## config.mk

```make
export PLATFORM = sky130hd
export DESIGN_NAME = sccs_mul
export DESIGN_NICKNAME = d
export VERILOG_FILES = /design/src/sccs_pkg.sv /design/src/sccs_mul.sv
export SDC_FILE = /design/constraint.sdc
export NUM_CORES = 2
export LEC_CHECK = 0
export BUFFER_PORTS_ARGS = -buffer_cell sky130_fd_sc_hd__buf_4
export CORE_UTILIZATION = 55
export DETAILED_ROUTE_END_ITERATION = 10
export PLACE_DENSITY = 0.84
export SLEW_MARGIN = 15
export SYNTH_ARGS = -nofsm -noshare
export SYNTH_HDL_FRONTEND = slang
export SYNTH_SLANG_ARGS = --single-unit
export TNS_END_PERCENT = 10
```

## constraint.sdc

```tcl
create_clock -name clk -period 9.2 [get_ports clk]
set_input_delay 0.92 -clock clk [delete_from_list [all_inputs] [get_ports clk]]
set_output_delay 0.92 -clock clk [all_outputs]
set_load 0.01 [all_outputs]
```

## src/sccs_pkg.sv

```systemverilog
// ----------------------------------------------------------------------------
// sccs_pkg
// Shared types and codes for the squared correlation covariance sum core.
// ----------------------------------------------------------------------------
package sccs_pkg;

	// input item kinds, carried in tuser
	typedef enum logic [1:0] {
		MODE_CORR  = 2'd0,
		MODE_PAIR  = 2'd1,
		MODE_SIZE  = 2'd2,
		MODE_START = 2'd3
	} mode_t;

	// configuration register index, paddr[2]
	localparam logic REG_NUM_VARS = 1'b0;
	localparam logic REG_NUM_SETS = 1'b1;

	localparam logic signed [63:0] S64_MAX = 64'sh7FFF_FFFF_FFFF_FFFF;
	localparam logic signed [63:0] S64_MIN = 64'sh8000_0000_0000_0000;

	// request to the shared multiply, round and saturate unit
	typedef struct packed {
		logic               start;
		logic [5:0]         shift;
		logic signed [63:0] a;
		logic signed [63:0] b;
	} mul_req_t;

	typedef struct packed {
		logic               done;
		logic signed [63:0] result;
	} mul_rsp_t;

endpackage

```

## src/sccs_mul.sv

```systemverilog
// ----------------------------------------------------------------------------
// sccs_mul
// Signed 64x64 multiply over four 32x32 partial products, then shift right
// with rounding half away from zero and saturation to 64 bits.
// ----------------------------------------------------------------------------
module sccs_mul (
	input  logic              clk,
	input  logic              arst_n,
	input  sccs_pkg::mul_req_t req,
	output sccs_pkg::mul_rsp_t rsp
);

	typedef enum logic [1:0] {M_IDLE, M_PP, M_RND, M_OUT} mstate_t;

	mstate_t       state_q;
	logic [2:0]    cnt_q;
	logic          done_q;
	logic          neg_q;
	logic [5:0]    shift_q;
	logic [63:0]   ma_q, mb_q;
	logic [127:0]  prod_q;
	logic [63:0]   pp_s1;
	logic [1:0]    off_s1;
	logic signed [63:0] res_q;

	logic [31:0]   pa, pb;
	logic [127:0]  pp_ext;
	logic [127:0]  q;
	logic [63:0]   lim, qsat;

	assign pa = cnt_q[1] ? ma_q[63:32] : ma_q[31:0];
	assign pb = cnt_q[0] ? mb_q[63:32] : mb_q[31:0];

	always_comb begin
		case (off_s1)
			2'd0:    pp_ext = {64'd0, pp_s1};
			2'd1:    pp_ext = {32'd0, pp_s1, 32'd0};
			default: pp_ext = {pp_s1, 64'd0};
		endcase
		q    = prod_q >> shift_q;
		lim  = neg_q ? 64'h8000_0000_0000_0000 : 64'h7FFF_FFFF_FFFF_FFFF;
		qsat = (q[127:64] != 64'd0 || q[63:0] > lim) ? lim : q[63:0];
	end

	always_ff @(posedge clk or negedge arst_n) begin
		if (!arst_n) begin
			state_q <= M_IDLE;
			cnt_q   <= 3'd0;
			done_q  <= 1'b0;
		end else begin
			done_q <= 1'b0;
			case (state_q)
				M_IDLE: begin
					if (req.start) begin
						state_q <= M_PP;
						cnt_q   <= 3'd0;
					end
				end
				M_PP: begin
					cnt_q <= cnt_q + 3'd1;
					if (cnt_q == 3'd4) begin
						state_q <= M_RND;
					end
				end
				M_RND: state_q <= M_OUT;
				M_OUT: begin
					state_q <= M_IDLE;
					done_q  <= 1'b1;
				end
				default: state_q <= M_IDLE;
			endcase
		end
	end

	always_ff @(posedge clk) begin
		case (state_q)
			M_IDLE: begin
				neg_q   <= req.a[63] ^ req.b[63];
				ma_q    <= req.a[63] ? 64'(-req.a) : 64'(req.a);
				mb_q    <= req.b[63] ? 64'(-req.b) : 64'(req.b);
				shift_q <= req.shift;
				prod_q  <= 128'd0;
			end
			M_PP: begin
				pp_s1  <= {32'd0, pa} * {32'd0, pb};
				off_s1 <= 2'({1'b0, cnt_q[1]} + {1'b0, cnt_q[0]});
				if (cnt_q != 3'd0) begin
					prod_q <= prod_q + pp_ext;
				end
			end
			M_RND: prod_q <= prod_q + (128'd1 << (shift_q - 6'd1));
			M_OUT: res_q  <= neg_q ? -$signed(qsat) : $signed(qsat);
			default: ;
		endcase
	end

	assign rsp.done   = done_q;
	assign rsp.result = res_q;

endmodule

```

==> flow_results.org <==
** Run status
- Outcome :: completed

** Global route
- Global routing consumed, over all layers together, 40.9% of the routing resources.
- The first global-routing pass estimated ~400000 um of wire.
- Via count of the first global-routing pass :: 63600
- Entering global routing, the biggest net connects 157 pins.
- GRT Residual Overflow :: 0
- Antenna violations before repair :: 4

** Drt
- Via count :: roughly 63000
- Mean number of vias per cell :: 6.47
- In the routed design, unresolved DRC markers number 0.
- First-pass iteration count of the detailed router :: 7
- After the first detailed-routing iteration, the DRC count stood at roughly 7400.
- Wirelength per Cell :: between 20 and 30 um
- Post-detailed-route count of antenna-violating nets :: 0
- After detailed routing, the total wire length is 273000 um.

** Die
- The initial utilization of the core area, before any placement, comes to 55.8%.
- Die extent in x :: 365 um
- The die covers around 0.13 mm2.
- Core area :: roughly 0.13 mm2
- In this run the count of I/O pins placed on the die edge is 202.
- Measured along the y axis, the die boundary spans between 300 and 400 um.
- Cell row count :: 132

** STA
- Final Setup Violations :: 0
- The worst pin sits at a relative slew slack of 19.4%.
- The clock arrives with 0.0432 ns of skew.
- Final min period :: 8.92 ns
- The max-slew violation count was 0.
- Final setup margin :: ~0.28 ns
- Number of hold violations in the final report :: 0
- Slew at the pin closest to its max-slew limit :: 1.20 ns
- Highest attainable clock frequency :: 112 MHz
- In the finished design, the share of the clock period the worst path needs comes to a little over nine tenths.

** Critical path
- STA puts the critical path data required time at 9.60 ns.
- The worst setup path is captured at a flip-flop.
- STA classifies the critical path startpoint as a flip-flop.
- Reg2reg start :: cnt_q[1]
- The worst register-to-register path ends at pp_s1[63].
- Reg2Reg Setup Slack :: 0.28 ns
- Category of the critical setup timing path :: reg -> reg
- Following the worst setup path forward leads to its endpoint at pp_s1[63].
- Along the worst path, the maximum fanout reaches 16.
- Crit path DAT :: 9.32 ns
- Crit. Startpoint :: cnt_q[1]
- R2r worst-path depth :: 26

** Synth
- The synthesized design contains 393 enable-type register cells.
- The synthesized netlist occupies a cell area of 0.0727 mm2.
- Number of nets produced by synthesis :: 9369
- During synthesis, Yosys emitted a total of 0 warnings.
- After synthesis, the netlist uses 108 different library cells.
- Most frequently used flop master after synthesis :: sky130_fd_sc_hd__edfxtp_1
- Synth area leaders :: sky130_fd_sc_hd__fa_1 (25%), sky130_fd_sc_hd__edfxtp_1 (16%), sky130_fd_sc_hd__ha_1 (8.0%), sky130_fd_sc_hd__mux4_2 (6.3%), sky130_fd_sc_hd__inv_1 (5.1%)
- Of the synthesized area, sequential elements account for 16.4%.
- Of all flip-flops after synthesis, the portion carrying an async set or reset was 1.50%.
- #FFs+latches synth :: around 400
- Synthesized area per cell :: 9.23 um2
- Fraction of synthesized cell area taken by the top area cell type :: 24.7%
- In the synthesized netlist, the number of instances is 7871.
- The largest total area in the synthesized netlist belongs to sky130_fd_sc_hd__fa_1.

** Layout
- Summing all multi-input logic gate instances after layout gives around 0.055 mm2.
- The layout has 11100 filler cells.
- Utilization after layout :: between 60 and 70%
- In the final layout, flip-flops and latches occupy between 0.01 and 0.015 mm2.
- Total Nets Final :: 9469
- Area growth from synthesis to final layout :: 8.77%
- In the final layout, the share of cells above drive strength 1 is 13.6%.

** Clocking
- Maximum buffer depth of the clock tree :: 3
- Counting the buffers created by CTS gives 49.
- Clock sinks :: 399
- The clock reaches the later pin of the worst-skew pair after around 0.70 ns.
- The H-tree was split into 2 levels.
- CTS placed an instance of sky130_fd_sc_hd__clkbuf_16 at the clock tree root.
- CTS Hold Buffers Added :: 0
- TritonCTS built the clock tree.
- Clock-pin slew was measured on the worst setup and hold paths at 0.06 ns.

** Place
- Routability-driven placement finished with a final weighted congestion of between 1 and 1.5.
- Port buffering added 201 buffers.
- Estimated wirelength of the detail-placed design :: between 200000 and 250000 um
- Worst slack after detailed placement :: -0.0551 ns

** Worst hold path
- The tightest min-delay check is of the in -> async type.

** Job
- Max-cap violations in this run came to 0.
## flip-flops by register name, summed over array words and instances, names as in the netlist
name and count:
res_q 64, mb_q 64, off_s1 2, pp_s1 64
ma_q 64, state_q 2, prod_q 128, shift_q 6
cnt_q 3, neg_q 1, done_q 1
## area by class of cell
| cell class | count | area share (%) |
|---|---|---|
| flip-flops and latches | 399 | 15.1 |
| well taps | 1742 | 2.76 |
| diodes | 2 | 0.00633 |
| inverters | 995 | 4.73 |
| clock inverters | 39 | 0.470 |
| repair buffers | 497 | 5.32 |
| multi-input cells | 6029 | 70.0 |
| clock buffers | 52 | 1.57 |
## cell usage in the layout (no fill, tap or decap), types with 62 or more instances in the layout
master / netlist / final
sky130_fd_sc_hd__and2_1: 69 / 69
sky130_fd_sc_hd__mux4_2: 204 / 204
sky130_fd_sc_hd__nand3_1: 89 / 89
sky130_fd_sc_hd__nor2_1: 913 / 912
sky130_fd_sc_hd__xor2_1: 62 / 62
sky130_fd_sc_hd__nand4_1: 70 / 70
sky130_fd_sc_hd__a21o_1: 133 / 133
sky130_fd_sc_hd__inv_1: 992 / 989
sky130_fd_sc_hd__fa_1: 897 / 897
sky130_fd_sc_hd__nor3_1: 112 / 112
sky130_fd_sc_hd__xnor2_1: 229 / 229
sky130_fd_sc_hd__mux2_2: 174 / 173
sky130_fd_sc_hd__edfxtp_1: 393 / 393
sky130_fd_sc_hd__nand2_1: 788 / 788
sky130_fd_sc_hd__ha_1: 464 / 461
sky130_fd_sc_hd__mux2i_1: 237 / 198
sky130_fd_sc_hd__buf_4: 15 / 457
sky130_fd_sc_hd__o21ai_0: 259 / 258
sky130_fd_sc_hd__a21oi_1: 355 / 355
## worst min path at each step
stage	start	to	cells past startpoint
final	arst_n	done_q	1
after floorplan	cnt_q[2]	cnt_q[2]	2
after global placement	cnt_q[2]	cnt_q[2]	2
after CTS	arst_n	done_q	1
after detailed placement	cnt_q[2]	cnt_q[2]	2
after global routing	arst_n	done_q	1
## critical path, cell delays in order (launching register included)
cell and delay (ns):
sky130_fd_sc_hd__dfrtp_4 0.54, sky130_fd_sc_hd__buf_4 0.19, sky130_fd_sc_hd__mux2i_2 0.30, sky130_fd_sc_hd__buf_4 0.35
sky130_fd_sc_hd__nor2_1 0.11, sky130_fd_sc_hd__fa_1 0.58, sky130_fd_sc_hd__fa_1 0.45, sky130_fd_sc_hd__fa_1 0.53
sky130_fd_sc_hd__inv_1 0.05, sky130_fd_sc_hd__fa_1 0.53, sky130_fd_sc_hd__inv_1 0.07, sky130_fd_sc_hd__fa_1 0.48
sky130_fd_sc_hd__fa_1 0.56, sky130_fd_sc_hd__fa_1 0.43, sky130_fd_sc_hd__fa_1 0.44, sky130_fd_sc_hd__ha_1 0.30
sky130_fd_sc_hd__and3_1 0.17, sky130_fd_sc_hd__a221o_1 0.33, sky130_fd_sc_hd__a31oi_2 0.23, sky130_fd_sc_hd__nand2_1 0.11
sky130_fd_sc_hd__a311o_2 0.46, sky130_fd_sc_hd__a221o_1 0.40, sky130_fd_sc_hd__a2111oi_2 0.36, sky130_fd_sc_hd__buf_4 0.18
sky130_fd_sc_hd__o31ai_1 0.08, sky130_fd_sc_hd__a221oi_1 0.29, sky130_fd_sc_hd__xnor2_1 0.12
## repair_timing
item,4_1_cts,5_1_grt
pin swaps,0,2
gates cloned,0,2
endpoints found under the setup margin,2,11
buffers inserted,4,9
gates resized for setup,1,16
## through the flow
step                      area [um2]  hold slack [ns]  cells   TNS, ns
after floorplan                72700            0.517   7871   -0.0660
after global placement         77200            0.549   9647         0
after detailed placement       77200            0.581   9647   -0.0641
after CTS                      78800           0.0721   9742         0
after global routing           79000           0.0914   9753  -0.00406
final                          79000            0.115   9755         0
## synthesized netlist by cell type, types with 61 or more instances
cell / number
sky130_fd_sc_hd__nor2_1: 913
sky130_fd_sc_hd__ha_1: 464
sky130_fd_sc_hd__inv_1: 992
sky130_fd_sc_hd__or3_1: 61
sky130_fd_sc_hd__and2_1: 69
sky130_fd_sc_hd__mux4_2: 204
sky130_fd_sc_hd__nand3_1: 89
sky130_fd_sc_hd__nand4_1: 70
sky130_fd_sc_hd__mux2_2: 174
sky130_fd_sc_hd__xnor2_1: 229
sky130_fd_sc_hd__a21o_1: 133
sky130_fd_sc_hd__edfxtp_1: 393
sky130_fd_sc_hd__mux2i_1: 237
sky130_fd_sc_hd__nor3_1: 112
sky130_fd_sc_hd__fa_1: 897
sky130_fd_sc_hd__nand2_1: 788
sky130_fd_sc_hd__clkbuf_1: 339
sky130_fd_sc_hd__a21oi_1: 355
sky130_fd_sc_hd__xor2_1: 62
sky130_fd_sc_hd__o21ai_0: 259
## logic make-up after synthesis
family	after synthesis	share of synthesized area [%]
and+or+nand+nor	2405	14.9
buffers and inverters	1443	7.73
adders and majority gates	1361	32.7
AOI/OAI and AO/OA	1345	12.3
muxes	627	12.5
DFF	399	16.4
xor gates and xnor gates	291	3.51
## metal layers
metal	up-vias	track usage [%]	part of all wire (%)
met5	-	0	0.0048
met3	1033	7.69	9.4
met2	3980	66.6	46
met1	31000	48.8	36
met4	2	29.3	8.9
li1	27100	-	-
Power is not shown: default switching activity piles up to over one toggle a cycle in this logic, so the estimate is an artifact.
