$ cat config.mk
export PLATFORM = sky130hd
export DESIGN_NAME = sccs_ram
export DESIGN_NICKNAME = d
export VERILOG_FILES = /design/src/sccs_ram.sv
export SDC_FILE = /design/constraint.sdc
export NUM_CORES = 1
export LEC_CHECK = 0
export BUFFER_PORTS_ARGS = -buffer_cell sky130_fd_sc_hd__buf_4
export CAP_MARGIN = 20
export CORE_MARGIN = 2
export CORE_UTILIZATION = 30
export DETAILED_ROUTE_END_ITERATION = 10
export GPL_ROUTABILITY_DRIVEN = 0
export SYNTH_ARGS = -nofsm -noshare
export SYNTH_HDL_FRONTEND = slang
export SYNTH_SLANG_ARGS = --single-unit
export TNS_END_PERCENT = 1
$ cat constraint.sdc
create_clock -name clk -period 9.7 [get_ports clk]
set_input_delay 2.425 -clock clk [delete_from_list [all_inputs] [get_ports clk]]
set_output_delay 2.425 -clock clk [all_outputs]
set_load 0.03 [all_outputs]
$ cat src/sccs_ram.sv
// ----------------------------------------------------------------------------
// sccs_ram
// Generic simple dual-port RAM, one write and one registered read port.
// ----------------------------------------------------------------------------
module sccs_ram #(
	parameter int WIDTH = 32,
	parameter int DEPTH = 16
) (
	input  logic                                   clk,
	input  logic                                   we,
	input  logic [(DEPTH > 1 ? $clog2(DEPTH) : 1)-1:0] waddr,
	input  logic [WIDTH-1:0]                       wdata,
	input  logic [(DEPTH > 1 ? $clog2(DEPTH) : 1)-1:0] raddr,
	output logic [WIDTH-1:0]                       rdata
);

	logic [WIDTH-1:0] mem [DEPTH];

	always_ff @(posedge clk) begin
		if (we) begin
			mem[waddr] <= wdata;
		end
		rdata <= mem[raddr];
	end

endmodule

==> results of run 1 <==
kinds of logic (layout without fill, tap and decap cells):
group | count (synthesis) | after routing | synth area share [%]
flip-flops | 544 | 544 | 80.67
multiplexers | 128 | 128 | 14.52
AO/OA/AOI/OAI | 64 | 64 | 2.420
AND/OR/NAND/NOR | 59 | 59 | 1.273
buffers and inverters | 43 | 196 | 1.122
cells in the mapped netlist (all sizes together):
master / n / share of area, %
a22oi: 64 / 2.4
dfxtp: 32 / 3.2
buf: 26 / 0.80
edfxtp: 512 / 77
nor2: 13 / 0.25
nand2: 33 / 0.62
nand3b: 2 / 0.076
clkbuf: 17 / 0.32
and2: 1 / 0.032
or3b: 1 / 0.044
nand3: 1 / 0.025
mux4: 128 / 15
nor3: 4 / 0.10
nand2b: 2 / 0.063
nor2b: 2 / 0.063
layer usage:
layer  up-vias  wire length [µm]
met2       278             20840
li1       3790                 -
met3        59              2736
met1      4775             19170
met4         6               612
met5         -                37
worst paths after layout:
path / cells after the start / end / slack [ps]
hold reg to reg: 3 / rdata[11] / 670
setup / recovery: 6 / rdata[14] / 5180
setup reg to reg: 3 / rdata[10] / 8400
hold / removal: 3 / rdata[11] / 670
flip-flops by register name, summed over array words and instances (netlist names):
register  count
mem         512
rdata        32
layout make-up:
type                    instances  area [µm²]  share of cell area [%]
clock inverters                23       132.6                  0.5713
multi-input cells             251        3750                   16.15
clock buffers                  77        1489                   6.414
flip-flops and latches        544       16020                   68.99
well taps                     864        1081                   4.657
repair buffers                 96       747.0                   3.218
worst max-delay path, stage by stage:
cell and delay (ps):
clkbuf_8 330, buf_16 410, buf_4 830, mux4_2 610, a22oi_1 220, nand2_1 70
per-stage QoR:
stage / setup slack [ps] / total power, mW / cell area (µm²) / std cells / hold WS, ps
after floorplan: 4095 / 2.847 / 19850 / 838 / 634.9
after global placement: 4384 / 2.962 / 21570 / 1754 / 653.4
after detailed placement: 4354 / 2.969 / 21570 / 1754 / 657.8
after CTS: 4991 / 4.875 / 23190 / 1854 / 670.2
after global routing: 4898 / 4.986 / 23210 / 1855 / 693.6
final: 5180 / 4.826 / 23210 / 1855 / 666.4
power breakdown:
part,switching (mW),total [mW],internal (mW),leakage [nW]
registers,0.0179,2.65,2.63,4.89
clock network,0.824,1.91,1.09,0.785
logic,0.160,0.267,0.107,1.62
total,1.00,4.83,3.82,7.29
==> results.py, run 1 <==
metrics = {
    "layout": {
        "drive_above_1_share_pct": 31.58,
        "mostFrequentLayoutCells": "edfxtp_1, mux4_2, buf_4, a22oi_1, clkbuf_16",
        "fill_cells": 6032,
        "diodes": 0,
        "final_common_cell": "edfxtp_1",
        "area_growth_pct": 16.93,
        "layout.nets": 989,
        "final_util_pct": 35.37,
    },
    "power_and_ir_drop": {
        "power.density_mw_per_mm2": 207.9,
        "peakVddDrop_uv": 110.9,
        "leakagePower_nw": 7.295,
    },
    "clock_network": {
        "cts-resized-gates": 0,
        "clock_latency_ps": 590,
        "path_clk_slew_ps": 60,
        "root_buffer": "clkbuf_16",
        "postCtsHoldBufs": 0,
        "cts_made_buffers": 54,
        "cts.htree.levels": 2,
        "postCtsSetupBuffers": 0,
        "cts_tree": "yes",
        "cts_max_path_buffers": 3,
        "clkSinkCount": 544,
    },
    "critical_path": {
        "r2r_start": "mem[3][10]",
        "start_kind": "input pin",
        "path_class": "in2reg",
        "critPathArrivalTime_ps": 4990,
        "crit_path_end_kind": "flop",
        "crit_path_max_fanout": 55,
        "startpoint": "raddr[0]",
        "crit_required_ps": 10170,
    },
    "floorplan": {
        "die_w_um": 261.3,
        "die_area_mm2": 0.06825,
        "ios": 74,
        "die_h_um": 261.3,
        "initial_core_util_pct": 30.25,
        "core_area_mm2": 0.06563,
        "rows": 94,
    },
    "global_route": {
        "grt_pass1_wl_um": 63770,
        "gr-total-overflow": 0,
        "grt_start_max_net_pins": 82,
        "grt_pass1_vias": 9496,
        "use_met3_pct": 3.126,
        "use_met2_pct": 20.72,
        "track_usage_pct": 12.89,
        "grt_use_met1_pct": 17.97,
        "antenna_found_initial": 3,
        "top_usage_layer": "met2",
    },
    "routing": {
        "via_per_inst": 4.802,
        "drt_iter0_markers": 779,
        "dr_total_vias": 8908,
        "remaining_drc_errors": 0,
        "wl_um": 43400,
        "dr.pass1.iters": 5,
        "wl_per_cell_um": 23.40,
        "postRouteAntennaNets": 0,
    },
    "worst_hold_path": {
        "hold_path_class": "reg2reg",
        "min_from": "mem[4][11]",
    },
    "timing": {
        "worst_pin_slew_ps": 1010,
        "slew_viol_final": 0,
        "fin_crit_ps": 4520,
        "fin_crit_sh_pct": 46.60,
        "finalSetupTns_ps": 0,
        "max_freq_mhz": 221.2,
        "hold_viol_final": 0,
        "maxSlewHeadroom_pct": 32.70,
        "fin_skew_ps": 12.00,
        "setup_violations": 0,
        "rsz0062_at_grt": "false",
    },
    "yosys": {
        "avgSynthCellArea_um2": 23.69,
        "ys_seq_area_share_pct": 80.67,
        "ys_types": 18,
        "yosys_register_bits": 544,
        "syn-num-nets": 880,
        "syn_inst": 838,
        "synth.cell_area_mm2": 0.01985,
        "ys_warn_count": 0,
    },
    "run_status": {
        "outcome": "complete, no violations",
    },
    "place": {
        "port_buffers": 73,
        "dpl.hpwl_um": 20620,
    },
    "run": {
        "cap_viol_max_count": 0,
    },
}
No activity file was read; power rests on OpenSTA's default activity.
==> inputs of run 2 (changes only) <==
==> constraint.sdc (replaced) <==
create_clock -name clk -period 4.3 [get_ports clk]
set_input_delay 1.075 -clock clk [delete_from_list [all_inputs] [get_ports clk]]
set_output_delay 1.075 -clock clk [all_outputs]
set_load 0.03 [all_outputs]
==> run 2 against run 1 <==
Critical path depth down 1. Power rose by 130%. Routed wire length is 0.64% higher. Sequential cell count unchanged. Clock skew rose by 1.0 ps. Worst hold slack improved by 3.7 ps. Register-to-register slack got worse by 5400 ps. Setup slack got worse by 3300 ps. Die area unchanged. Core utilization rose by 0.35 points. Cell count did not move. Clock-buffer cell count fell by 6.
==> results.py, run 2 (synthesis results as in run 1) <==
metrics = {
    "worst_hold_path": {
        "hold_path_class": "reg2reg",
        "worstHoldPathCells": 3,
        "min_from": "mem[14][2]",
        "holdPathEnd": "rdata[2]",
    },
    "clock_network": {
        "cts_made_buffers": 52,
        "clkSinkCount": 544,
        "postCtsSetupBuffers": 0,
        "cts_tree": "yes",
        "cts_max_path_buffers": 3,
        "cts-resized-gates": 0,
        "clock_latency_ps": 570,
        "root_buffer": "clkbuf_16",
        "postCtsHoldBufs": 0,
        "cts.htree.levels": 2,
        "path_clk_slew_ps": 60,
    },
    "layout": {
        "final_common_cell": "edfxtp_1",
        "area_growth_pct": 18.07,
        "diodes": 0,
        "largest_reg_flops": 512,
        "largest-register": "mem",
        "reg_top3": "mem (512), rdata (32)",
        "mostFrequentLayoutCells": "edfxtp_1, mux4_2, buf_4, a22oi_1, clkbuf_16",
        "drive_above_1_share_pct": 32.69,
        "layout.nets": 991,
        "fill_cells": 6013,
    },
    "timing": {
        "fin_crit_sh_pct": 56.11,
        "fin_hold_ws_ps": 670.2,
        "finalSetupTns_ps": 0,
        "maxSlewHeadroom_pct": 44.81,
        "worst_pin_slew_ps": 826.0,
        "rsz0062_at_grt": "false",
        "max_freq_mhz": 414.5,
        "slew_viol_final": 0,
        "fin_crit_ps": 2413,
        "hold_viol_final": 0,
        "fin_skew_ps": 13.03,
        "setup_violations": 0,
    },
    "critical_path": {
        "crit_path_end_kind": "flop",
        "crit_path_max_fanout": 42,
        "path_cells": "clkbuf_8 > buf_12 > mux4_2 > a22oi_1 > nand2_1",
        "critPathArrivalTime_ps": 2850,
        "crit_path_max_incr_delay_ps": 550,
        "start_kind": "input pin",
        "path_class": "in2reg",
        "cpMaxStageDelayCell": "mux4_2",
        "r2r_start": "mem[10][3]",
        "r2r_cells": 3,
        "r2r-end": "rdata[3]",
        "crit_required_ps": 4730,
        "startpoint": "raddr[0]",
        "regToRegSetupSlack_ps": 2970,
    },
    "routing": {
        "remaining_drc_errors": 0,
        "dr.pass1.iters": 7,
        "postRouteAntennaNets": 0,
        "via_per_inst": 4.866,
        "wl_per_cell_um": 23.55,
        "drt_iter0_markers": 926,
        "wl_um": 43680,
        "dr_total_vias": 9027,
    },
    "global_route": {
        "grt_pass1_wl_um": 64650,
        "grt_use_met1_pct": 18.41,
        "grt_start_max_net_pins": 51,
        "track_usage_pct": 12.93,
        "use_met2_pct": 20.50,
        "antenna_found_initial": 2,
        "top_usage_layer": "met2",
        "grt_pass1_vias": 9516,
        "gr-total-overflow": 0,
        "use_met3_pct": 2.778,
    },
    "floorplan": {
        "die_h_um": 261.3,
        "core_area_mm2": 0.06563,
        "die_w_um": 261.3,
        "ios": 74,
        "rows": 94,
        "die_area_mm2": 0.06825,
        "initial_core_util_pct": 30.25,
    },
    "place": {
        "dpl.hpwl_um": 22130,
        "port_buffers": 73,
    },
    "power_and_ir_drop": {
        "leakagePower_nw": 7.399,
        "power.density_mw_per_mm2": 482.0,
        "power.total_mw": 11.30,
        "peakVddDrop_uv": 286.8,
    },
    "run_status": {
        "outcome": "complete, no violations",
    },
    "run": {
        "cap_viol_max_count": 0,
    },
}
-- run 2: power by group --
part / leakage [nW] / internal (mW) / switching (mW)
Sequential: 4.89 / 5.93 / 0.0420
Clock: 0.858 / 2.84 / 1.88
Combinational: 1.65 / 0.244 / 0.367
Total: 7.40 / 9.01 / 2.29
-- run 2: worst max path at each step --
stage	endpoint	slack, ps	depth (start not counted)
detailed placement	rdata[23]	1280	5
global placement	rdata[31]	1270	5
global route	rdata[23]	1740	5
CTS	rdata[23]	1880	5
floorplan	mem[0][0]	50	2
finish	rdata[17]	1890	5
-- run 2: through the flow --
step,instance area [µm²],setup WS [ps],utilization (%),cells
after floorplan,19850,45.35,-,838
after global placement,21670,1266,33.01,1759
after detailed placement,21670,1275,33.01,1759
after CTS,23440,1876,35.72,1855
after global routing,23440,1739,35.72,1855
final,23440,1887,35.72,1855
-- run 2: layout make-up --
cell class	instances	area, µm²	area share [%]
tap	864	1081	4.612
sequential	544	16020	68.32
clock inverter	25	321.6	1.372
clock buffer	71	1454	6.202
timing repair buffer	100	819.5	3.496
multi-input combinational	251	3750	16.00
-- run 2: metal layers --
layer	part of all wire, %	up-vias
met5	0.053	-
li1	-	3783
met4	1.7	4
met1	45	4884
met2	47	293
met3	6.4	63
-- run 2: critical path: cells and delay by family --
family / cells / cell delay, ps
AOI/OAI and AO/OA: 1 / 220
and+or+nand+nor: 1 / 120
muxes: 1 / 550
buffers and inverters: 2 / 840
==> inputs of run 3 (changes only) <==
==> constraint.sdc (replaced) <==
create_clock -name clk -period 2.2 [get_ports clk]
set_input_delay 0.55 -clock clk [delete_from_list [all_inputs] [get_ports clk]]
set_output_delay 0.55 -clock clk [all_outputs]
set_load 0.03 [all_outputs]
==> run 3 against run 2 <==
Sequential cell count did not move. Combinational power rose by 110%. Clock-buffer cell count rose by 9. Critical endpoint is now rdata[31].
==> results.py, run 3 (synthesis results as in run 1) <==
metrics = {
    "clock_network": {
        "clock_latency_ps": 600,
        "cts-resized-gates": 0,
        "cts_max_path_buffers": 3,
        "cts_tree": "yes",
        "cts_made_buffers": 55,
        "root_buffer": "clkbuf_16",
        "postCtsSetupBuffers": 0,
        "postCtsHoldBufs": 0,
        "path_clk_slew_ps": 60,
        "clkSinkCount": 544,
        "cts.htree.levels": 2,
    },
    "timing": {
        "setup_violations": 0,
        "fin_hold_ws_ps": 240.4,
        "fin_skew_ps": 15.10,
        "rsz0062_at_grt": "false",
        "max_freq_mhz": 558.7,
        "maxSlewHeadroom_pct": 22.97,
        "hold_viol_final": 0,
        "finalWorstSetupSlack_ps": 410.1,
        "fin_crit_sh_pct": 81.36,
        "slew_viol_final": 0,
        "fin_crit_ps": 1790,
        "worst_pin_slew_ps": 1153,
    },
    "run_status": {
        "outcome": "complete, no violations",
    },
    "layout": {
        "final_common_cell": "edfxtp_1",
        "largest_reg_flops": 512,
        "instances_no_fill": 1885,
        "postLayoutCellArea_mm2": 0.02404,
        "largest-register": "mem",
        "mostFrequentLayoutCells": "edfxtp_1, mux4_2, buf_4, a22oi_1, clkbuf_16",
        "reg_top3": "mem (512), rdata (32)",
        "area_growth_pct": 21.10,
        "layout.nets": 1015,
        "drive_above_1_share_pct": 34.71,
    },
    "critical_path": {
        "path_cells": "buf_4",
        "start_kind": "flop",
        "cpLargestDelayFamily": "flip-flops",
        "critPathArrivalTime_ps": 1240,
        "crit_path_max_incr_delay_ps": 430,
        "crit_path_end_kind": "output pin",
        "crit_required_ps": 1650,
        "cpMaxStageDelayCell": "dfxtp_1",
        "crit_path_max_fanout": 1,
        "path_class": "reg2out",
        "worst-path-buf-inv": 1,
    },
    "place": {
        "dp.cells": 1780,
        "dp_slack_ps": 57.82,
        "port_buffers": 73,
        "placed_area_mm2": 0.02219,
        "dpl.hpwl_um": 22950,
    },
    "power_and_ir_drop": {
        "power.density_mw_per_mm2": 930.0,
        "leakagePower_nw": 7.662,
        "peakVddDrop_uv": 668.3,
        "power.total_mw": 22.36,
    },
    "routing": {
        "dr.pass1.iters": 5,
        "wl_um": 44230,
        "dr_total_vias": 9061,
        "wl_per_cell_um": 23.47,
        "via_per_inst": 4.807,
        "remaining_drc_errors": 0,
        "postRouteAntennaNets": 0,
        "drt_iter0_markers": 843,
    },
    "floorplan": {
        "rows": 94,
        "core_area_mm2": 0.06563,
        "initial_core_util_pct": 30.25,
        "ios": 74,
        "die_area_mm2": 0.06825,
        "die_h_um": 261.3,
        "die_w_um": 261.3,
    },
    "global_route": {
        "antenna_found_initial": 3,
        "grt_pass1_vias": 9631,
        "grt_pass1_wl_um": 64850,
        "track_usage_pct": 13.19,
        "gr-total-overflow": 0,
        "grt_start_max_net_pins": 46,
    },
    "run": {
        "cap_viol_max_count": 0,
    },
    "worst_hold_path": {
        "hold_path_class": "in2reg",
    },
}
[run 3: cell types whose count changed in the layout (fill, tap and decap cells not counted), sizes merged]
cell and change:
inv +3, buf +21, bufinv -3, clkbuf +9, clkinv +2, clkinvlp -3
diode +1
[run 3: per-layer routing]
layer	track usage, %	share of wire (%)
met1	18.61	44
met2	20.44	46
met3	3.136	7.0
met4	3.741	2.0
met5	0	0.068
[run 3: final timing paths]
kind               from    endpoint  slack, ps  cells after the start
max           rdata[31]   rdata[31]        410                      1
min           wdata[29]  mem[9][29]        240                      1
max reg2reg  mem[3][18]   rdata[18]        880                      3
min reg2reg  mem[4][11]   rdata[11]        670                      3
[run 3: power by group]
part           total [mW]  switching, mW  internal, mW
logic                1.27          0.734         0.539
clock network        9.41           3.81          5.61
registers            11.7         0.0876          11.6
[run 3: area by class of cell]
| cell class | count | area [µm²] |
|---|---|---|
| fillers | 5958 | 41580 |
| well taps | 864 | 1081 |
| diodes | 1 | 2.502 |
| clock buffers | 80 | 1592 |
| flip-flops and latches | 544 | 16020 |
| clock inverters | 24 | 260.3 |
| multi-input cells | 251 | 3777 |
| repair buffers | 121 | 1315 |
[run 3: metrics by stage]
step                      setup TNS, ps  util (%)
after floorplan                 -129110         -
after global placement                0     33.81
after detailed placement              0     33.81
after CTS                             0     36.63
after global routing                  0     36.63
final                                 0     36.64
